File: src/rtl/mandelbrot_escape_time_defines.svh
// Assertion macros shared by the escape-time RTL.
`ifndef MANDELBROT_ESCAPE_TIME_DEFINES_SVH
`define MANDELBROT_ESCAPE_TIME_DEFINES_SVH

// Same-cycle implication, checked on every rising clock edge outside reset.
`define MET_ASSERT_IMP(lbl, clk, rst, ante, cons) \
   lbl: assert property (@(posedge clk) disable iff (rst) (ante) |-> (cons)) \
      else $error("escape-time assertion failed");

// Next-cycle implication, checked on every rising clock edge outside reset.
`define MET_ASSERT_NEXT(lbl, clk, rst, ante, cons) \
   lbl: assert property (@(posedge clk) disable iff (rst) (ante) |=> (cons)) \
      else $error("escape-time assertion failed");

`endif

File: src/rtl/met_pkg.sv
// Shared types and constants for the escape-time block.
`timescale 1ns / 1ps

package met_pkg;

   // Width of one coordinate component on the input item.
   localparam int unsigned COORD_W = 32;
   // Width of the iteration counter, the limit register and the shade.
   localparam int unsigned COUNT_W = 8;

   // Limit register value after reset.
   localparam logic [COUNT_W-1:0] MAX_ITER_RESET = 8'd100;
   // Shade of points that never escape, also the saturation level.
   localparam logic [COUNT_W-1:0] SHADE_MAX = 8'd255;

   // Division by five through a reciprocal: n / 5 == (n * 205) >> 10 for n < 1024.
   localparam logic [7:0] DIV5_RECIP = 8'd205;
   localparam int unsigned DIV5_SHIFT = 10;

   // Commands from the controller to the datapath.
   typedef struct packed {
      logic load;  // take a new coordinate, z = c, count = 0
      logic step;  // one iteration: z = z*z + c, count + 1
      logic emit;  // write the result into the output register
   } cmd_type;

   // Status from the datapath to the controller.
   typedef struct packed {
      logic stop;  // escape reached or count at the limit
   } status_type;

endpackage

File: src/rtl/met_ctrl.sv
// Escape-time controller: item handshake, iteration sequencing and output valid.
`timescale 1ns / 1ps
`include "mandelbrot_escape_time_defines.svh"

module met_ctrl (
   input  logic                clock,
   input  logic                reset,
   input  logic                req_tvalid,
   output logic                req_tready,
   output logic                rsp_tvalid,
   input  logic                rsp_tready,
   output met_pkg::cmd_type    cmd,
   input  met_pkg::status_type status
);

   localparam logic [1:0] S_IDLE  = 2'd0;
   localparam logic [1:0] S_MUL   = 2'd1;
   localparam logic [1:0] S_CHECK = 2'd2;

   logic [1:0] state_ff, state_in;
   logic       rsp_tvalid_ff, rsp_tvalid_in;
   logic       accept;
   logic       slot_free;

   assign req_tready = (state_ff == S_IDLE);
   assign accept     = req_tvalid && req_tready;
   assign slot_free  = !rsp_tvalid_ff || rsp_tready;

   // Sequencing: load, then alternate product and test cycles until stop, then emit once the output slot is free.
   always_comb begin
      state_in = state_ff;
      cmd      = '0;
      unique case (state_ff)
         S_IDLE: begin
            if (accept) begin
               cmd.load = 1'b1;
               state_in = S_MUL;
            end
         end
         S_MUL: begin
            state_in = S_CHECK;
         end
         S_CHECK: begin
            if (!status.stop) begin
               cmd.step = 1'b1;
               state_in = S_MUL;
            end else if (slot_free) begin
               cmd.emit = 1'b1;
               state_in = S_IDLE;
            end
         end
         default: begin
            state_in = S_IDLE;
         end
      endcase
   end

   // Output valid: set by a new result, cleared when the result is taken.
   always_comb begin
      if (cmd.emit) begin
         rsp_tvalid_in = 1'b1;
      end else if (rsp_tready) begin
         rsp_tvalid_in = 1'b0;
      end else begin
         rsp_tvalid_in = rsp_tvalid_ff;
      end
   end

   always_ff @(posedge clock) begin
      if (reset) begin
         state_ff      <= S_IDLE;
         rsp_tvalid_ff <= 1'b0;
      end else begin
         state_ff      <= state_in;
         rsp_tvalid_ff <= rsp_tvalid_in;
      end
   end

   assign rsp_tvalid = rsp_tvalid_ff;

   // An accepted item always passes through the product state and then the test state.
   `MET_ASSERT_NEXT(a_accept_seq, clock, reset, accept, state_ff == S_MUL ##1 state_ff == S_CHECK)
   // A finished item shows up as a valid result and frees the input side.
   `MET_ASSERT_NEXT(a_emit_valid, clock, reset, cmd.emit, rsp_tvalid_ff && state_ff == S_IDLE)
   // A finished item waits in the test state while the output register is full.
   `MET_ASSERT_NEXT(a_hold_blocked, clock, reset,
      state_ff == S_CHECK && status.stop && rsp_tvalid_ff && !rsp_tready,
      state_ff == S_CHECK && rsp_tvalid_ff)

endmodule

File: config.mk
export PLATFORM = sky130hd
export DESIGN_NAME = met_ctrl
export DESIGN_NICKNAME = d
export VERILOG_FILES = /design/src/rtl/met_pkg.sv /design/src/rtl/met_ctrl.sv
export VERILOG_INCLUDE_DIRS = /design/src /design/src/rtl
export SDC_FILE = /design/constraint.sdc
export NUM_CORES = 1
export LEC_CHECK = 0
export BUFFER_PORTS_ARGS = -buffer_cell sky130_fd_sc_hd__buf_2
export CAP_MARGIN = 0
export CORE_AREA = 5 5 42 44
export DETAILED_ROUTE_END_ITERATION = 8
export DIE_AREA = 0 0 47 49
export SETUP_SLACK_MARGIN = 0.5
export SKIP_CTS_REPAIR_TIMING = 1
export SLEW_MARGIN = 25
export SYNTH_ARGS = -nofsm -noshare
export SYNTH_HDL_FRONTEND = slang
export SYNTH_SLANG_ARGS = --single-unit
export TNS_END_PERCENT = 1
File: constraint.sdc
create_clock -name clock -period 2.02 [get_ports clock]
set_clock_uncertainty 0.1 [all_clocks]
set_input_delay 0 -clock clock [delete_from_list [all_inputs] [get_ports clock]]
set_output_delay 0 -clock clock [all_outputs]
set_load 0.05 [all_outputs]
# Yosys cells after proc, flatten, opt, wreduce, memory -nomap -nowiden
# Index checks and enable logic that the tools add are counted.
# W data, S select, Z words.
dict set report classes {
  eq_ne 4
  mux 12
  n_reduce_logical 6
}
# op count
set op_table {}
lappend op_table {{$mux W2} 4}
lappend op_table {{$mux W1} 7}
lappend op_table {{$pmux W2 S3} 1}
lappend op_table {{$ne A3 B3 Y1 const B} 1}
lappend op_table {{$eq A2 B1 Y1 const B} 1}
lappend op_table {{$eq A2 B2 Y1 const B} 1}
lappend op_table {{$logic_not A2 Y1} 1}
lappend op_table {{$ne A2 B1 Y1 const B} 1}
lappend op_table {{$reduce_and A2 Y1} 1}
lappend op_table {{$reduce_bool A2 Y1} 1}
lappend op_table {{$logic_and A1 B1 Y1} 1}
lappend op_table {{$logic_not A1 Y1} 1}
lappend op_table {{$logic_or A1 B1 Y1} 1}
dict set report totals {
  regBits 3
  out_inout_bits 5
  word_cells 24
}

# Logic depth before layout (Yosys ltp)
dict set report depth {
  word_depth 6
  mapped_depth 3
  mapped_depth_nobuf 2
}

# Least setup slack after synthesis
# OpenSTA, ideal clock, no wires.
dict set report synth_timing {
  path_type {reg2out}
  startpoint {register state_ff[1]}
  endpoint {output port cmd[1] in the netlist's numbering}
  arrival_ns 1.578
  required_time_ns 1.920
  path_slack_ns 0.342
  path_stages_with_launch 2
  path_buffers 0
  path_cell_list {dfxtp_1 -> nor3b_1}
}
# item line
set synth_rtl {}
lappend synth_rtl {{start, declared} met_ctrl.sv:20} ;# logic [1:0] state_ff, state_in;
lappend synth_rtl {{start signal, assigned} met_ctrl.sv:74} ;# state_ff <= state_in;
lappend synth_rtl {{end, declared} met_ctrl.sv:12} ;# output met_pkg::cmd_type cmd,

==> impl_metrics.ini <==
[status]
outcome = finished clean

[final_layout]
core_util_final_pct = 19.6
area_delta_synth_final_pct = 65.4
nNetsFinal = 37
sequential_cell_area_um2 = 60.1
antenna_cells_inserted = 0
final_standard_cell_count_with_taps_included_and_fillers_excluded = 47
filler_cell_count = 165
multi_input_area_um2 = 100
post_route_cells_drive_above_1_share_pct = 48.4

[clocking]
cts_num_sinks = 3
clk_tree_root_cell = sky130_fd_sc_hd__clkbuf_4
clkTransAtPathRegs_ps = 40
clockBufferDepth = 2
cts_buffers = 3
cts_htree_levels = 1
clk_latency_ps = 230
tritoncts_clock_tree = built

[place]
placedCellCount = 41
place_congestion = 0.717
pre_cts_ws_ps = 1000
io_buffers = 9

[sta]
final_critical_path_setup_slack_ps = 771
timing_hold_violations_final = 0
setup_total_negative_slack_ps = 0
finalSetupViolations = 0
post-route-period-util_pct = 61.8
drv_slew = 0
timing.max_slew.rel_slack_pct = 83.4
achievable-frequency_ghz = 0.801
final.min_clock_period_ps = 1250
unrepaired_setup_endpoints_after_global_routing = no
worst-slew-pin-transition_ps = 250

[setup_path]
crit_family = flip-flops
timing.critical_path.to = cmd[0]
critPathLaunchType = flip-flop
slowest_delay_ps = 350
worst_setup_path_startpoint = state_ff[0]
timing.critical_path.buf_inv = 1
worstPathArrival_ps = 1150
crit-reg2reg-launch = state_ff[0]
rr_endpoint = state_ff[1]
crit_path_max_fanout = 6
endpoint_kind = primary output
cp_cell_sequence = nand3b_1, nor2b_1, buf_2
worst-r2r-setup-slack_ps = 1090
crit_required_ps = 1920
critPathKind = reg2out
timing.critical_path.depth = 3
slowest_stage = sky130_fd_sc_hd__dfxtp_1
r2r_cell_count = 2

[detailed_routing]
dr.pass1.iters = 1
viasPerCell = 3.47
drt_wirelength_um = 362
drc_errors = 0
dr.max_layer_used = met3
detail-route-antenna-nets = 0
met2_wirelength_um = 170
first_iter_violations = 0
met3WireLength_um = 49
detail_route.wl_per_cell_um = 7.70
met1_length_um = 142
vias = 163

[synthesis]
synth.area.top_cells = sky130_fd_sc_hd__dfxtp_1 36%, sky130_fd_sc_hd__nand2b_1 11%, sky130_fd_sc_hd__o32ai_2 9.8%
syn_area_um2 = 166
asyncSetResetFlopFracSynth_pct = 0
synthesis.nets = 22
synth_sequential_area_ratio_pct = 36.1
synth_enable_flop_cells = 0
synth_area_per_cell_um2 = 9.79
yosys_warnings = 0
ys_ff_latch = 3
synth_top_area_share_pct = 36.1
yosys-top-cells-count = 3 x sky130_fd_sc_hd__dfxtp_1, 3 x sky130_fd_sc_hd__nand2b_1
netlist_instances = 17
synth_largest_area_cell = sky130_fd_sc_hd__dfxtp_1
synth_cell_type_count = 13
synth_flop_cell = sky130_fd_sc_hd__dfxtp_1

[global_route]
grt_pass1_wl_um = 552
globalRouteOverflowTotal = 0
grt_max_degree = 8
initial_antenna_violation_count = 0
globalRouteTotalUtil_pct = 3.58
grt_pass1_vias = 149

[floorplan]
fp.dieW_um = 47
top_level_ports = 10
area_inside_the_core_boundary_um2 = 1400
core.rowCount = 14
die_area_um2 = 2300
die-height_um = 49
initial_utilization_pct = 11.9

[power]
power.net_switching_uw = 60.0
power.leakage_nw = 0.113
combPwrFrac_pct = 20.2
irDropWorstVdd_uv = 146
clock_share_of_power_pct = 48.5
sequentialPowerShare_pct = 31.3
power.internal_uw = 152
power-per-cell-area_nw_per_um2 = 770
switching_share_pct = 28.3

[job]
max_cap_viol_count = 0

[hold_path]
timing.hold.worst.class = in2reg
==> power groups by stage <==
stage / logic (mW) / clock network [mW] / registers, mW
5_1_grt: 0.0463 / 0.112 / 0.0668
2_1_floorplan: 0.0283 / 0 / 0.0679
6_report: 0.0429 / 0.103 / 0.0663
4_1_cts: 0.0406 / 0.108 / 0.0662
3_3_place_gp: 0.0403 / 0 / 0.0671
3_5_place_dp: 0.0405 / 0 / 0.0671
==> sequential cells by signal, summed over array words and instances (netlist names) <==
name,flops
state_ff,2
rsp_tvalid,1
==> cell type report <==
cell class                      count  area share [%]
Inverter                            1            1.36
Sequential cell                     3            21.8
Timing Repair Buffer               11            23.6
Clock buffer                        4            9.55
Multi-Input combinational cell     12            36.4
Tap cell                           16            7.27
==> metal layers <==
metal  vias to the layer above  GRT usage (%)
met4                         0           2.76
li1                         86              -
met3                         0           3.32
met1                        71           3.06
met5                         -              0
met2                         6           4.98
==> tightest hold or removal path, stage by stage <==
cell and delay (ps):
sky130_fd_sc_hd__buf_2 70, sky130_fd_sc_hd__nand2b_1 140, sky130_fd_sc_hd__a21oi_1 70
==> cells in the final DEF, fill, tap and decap left out, types with 2 or more instances in the layout <==
cell,instances
sky130_fd_sc_hd__buf_2,9
sky130_fd_sc_hd__nand2b_1,3
sky130_fd_sc_hd__clkbuf_4,3
sky130_fd_sc_hd__dfxtp_1,3
sky130_fd_sc_hd__dlygate4sd3_1,2
==> worst min path at each step <==
stage | startpoint | endpoint | cells after the start
3_5_place_dp | reset | state_ff[0] | 2
3_3_place_gp | reset | state_ff[0] | 2
5_1_grt | status | state_ff[0] | 3
4_1_cts | reset | state_ff[0] | 2
6_report | rsp_tready | rsp_tvalid | 3
2_1_floorplan | reset | state_ff[0] | 1
==> stage by stage <==
| stage | hold WS, ps | area, um^2 | power [mW] |
|---|---|---|---|
| 3_3_place_gp | 127 | 229 | 0.107 |
| 2_1_floorplan | -35.4 | 171 | 0.0962 |
| 5_1_grt | 30.6 | 275 | 0.226 |
| 4_1_cts | -122 | 255 | 0.215 |
| 6_report | 6.02 | 275 | 0.212 |
| 3_5_place_dp | 124 | 229 | 0.108 |
==> logic make-up (layout without fill, tap and decap cells) <==
logic type / Yosys count / in the layout / synth area share [%]
flops: 3 / 3 / 36.1
buf+inv: 2 / 16 / 6.77
simple gates: 9 / 9 / 36.8
compound gates: 3 / 3 / 20.3
Note: power is estimated with default switching activity, not from simulation.
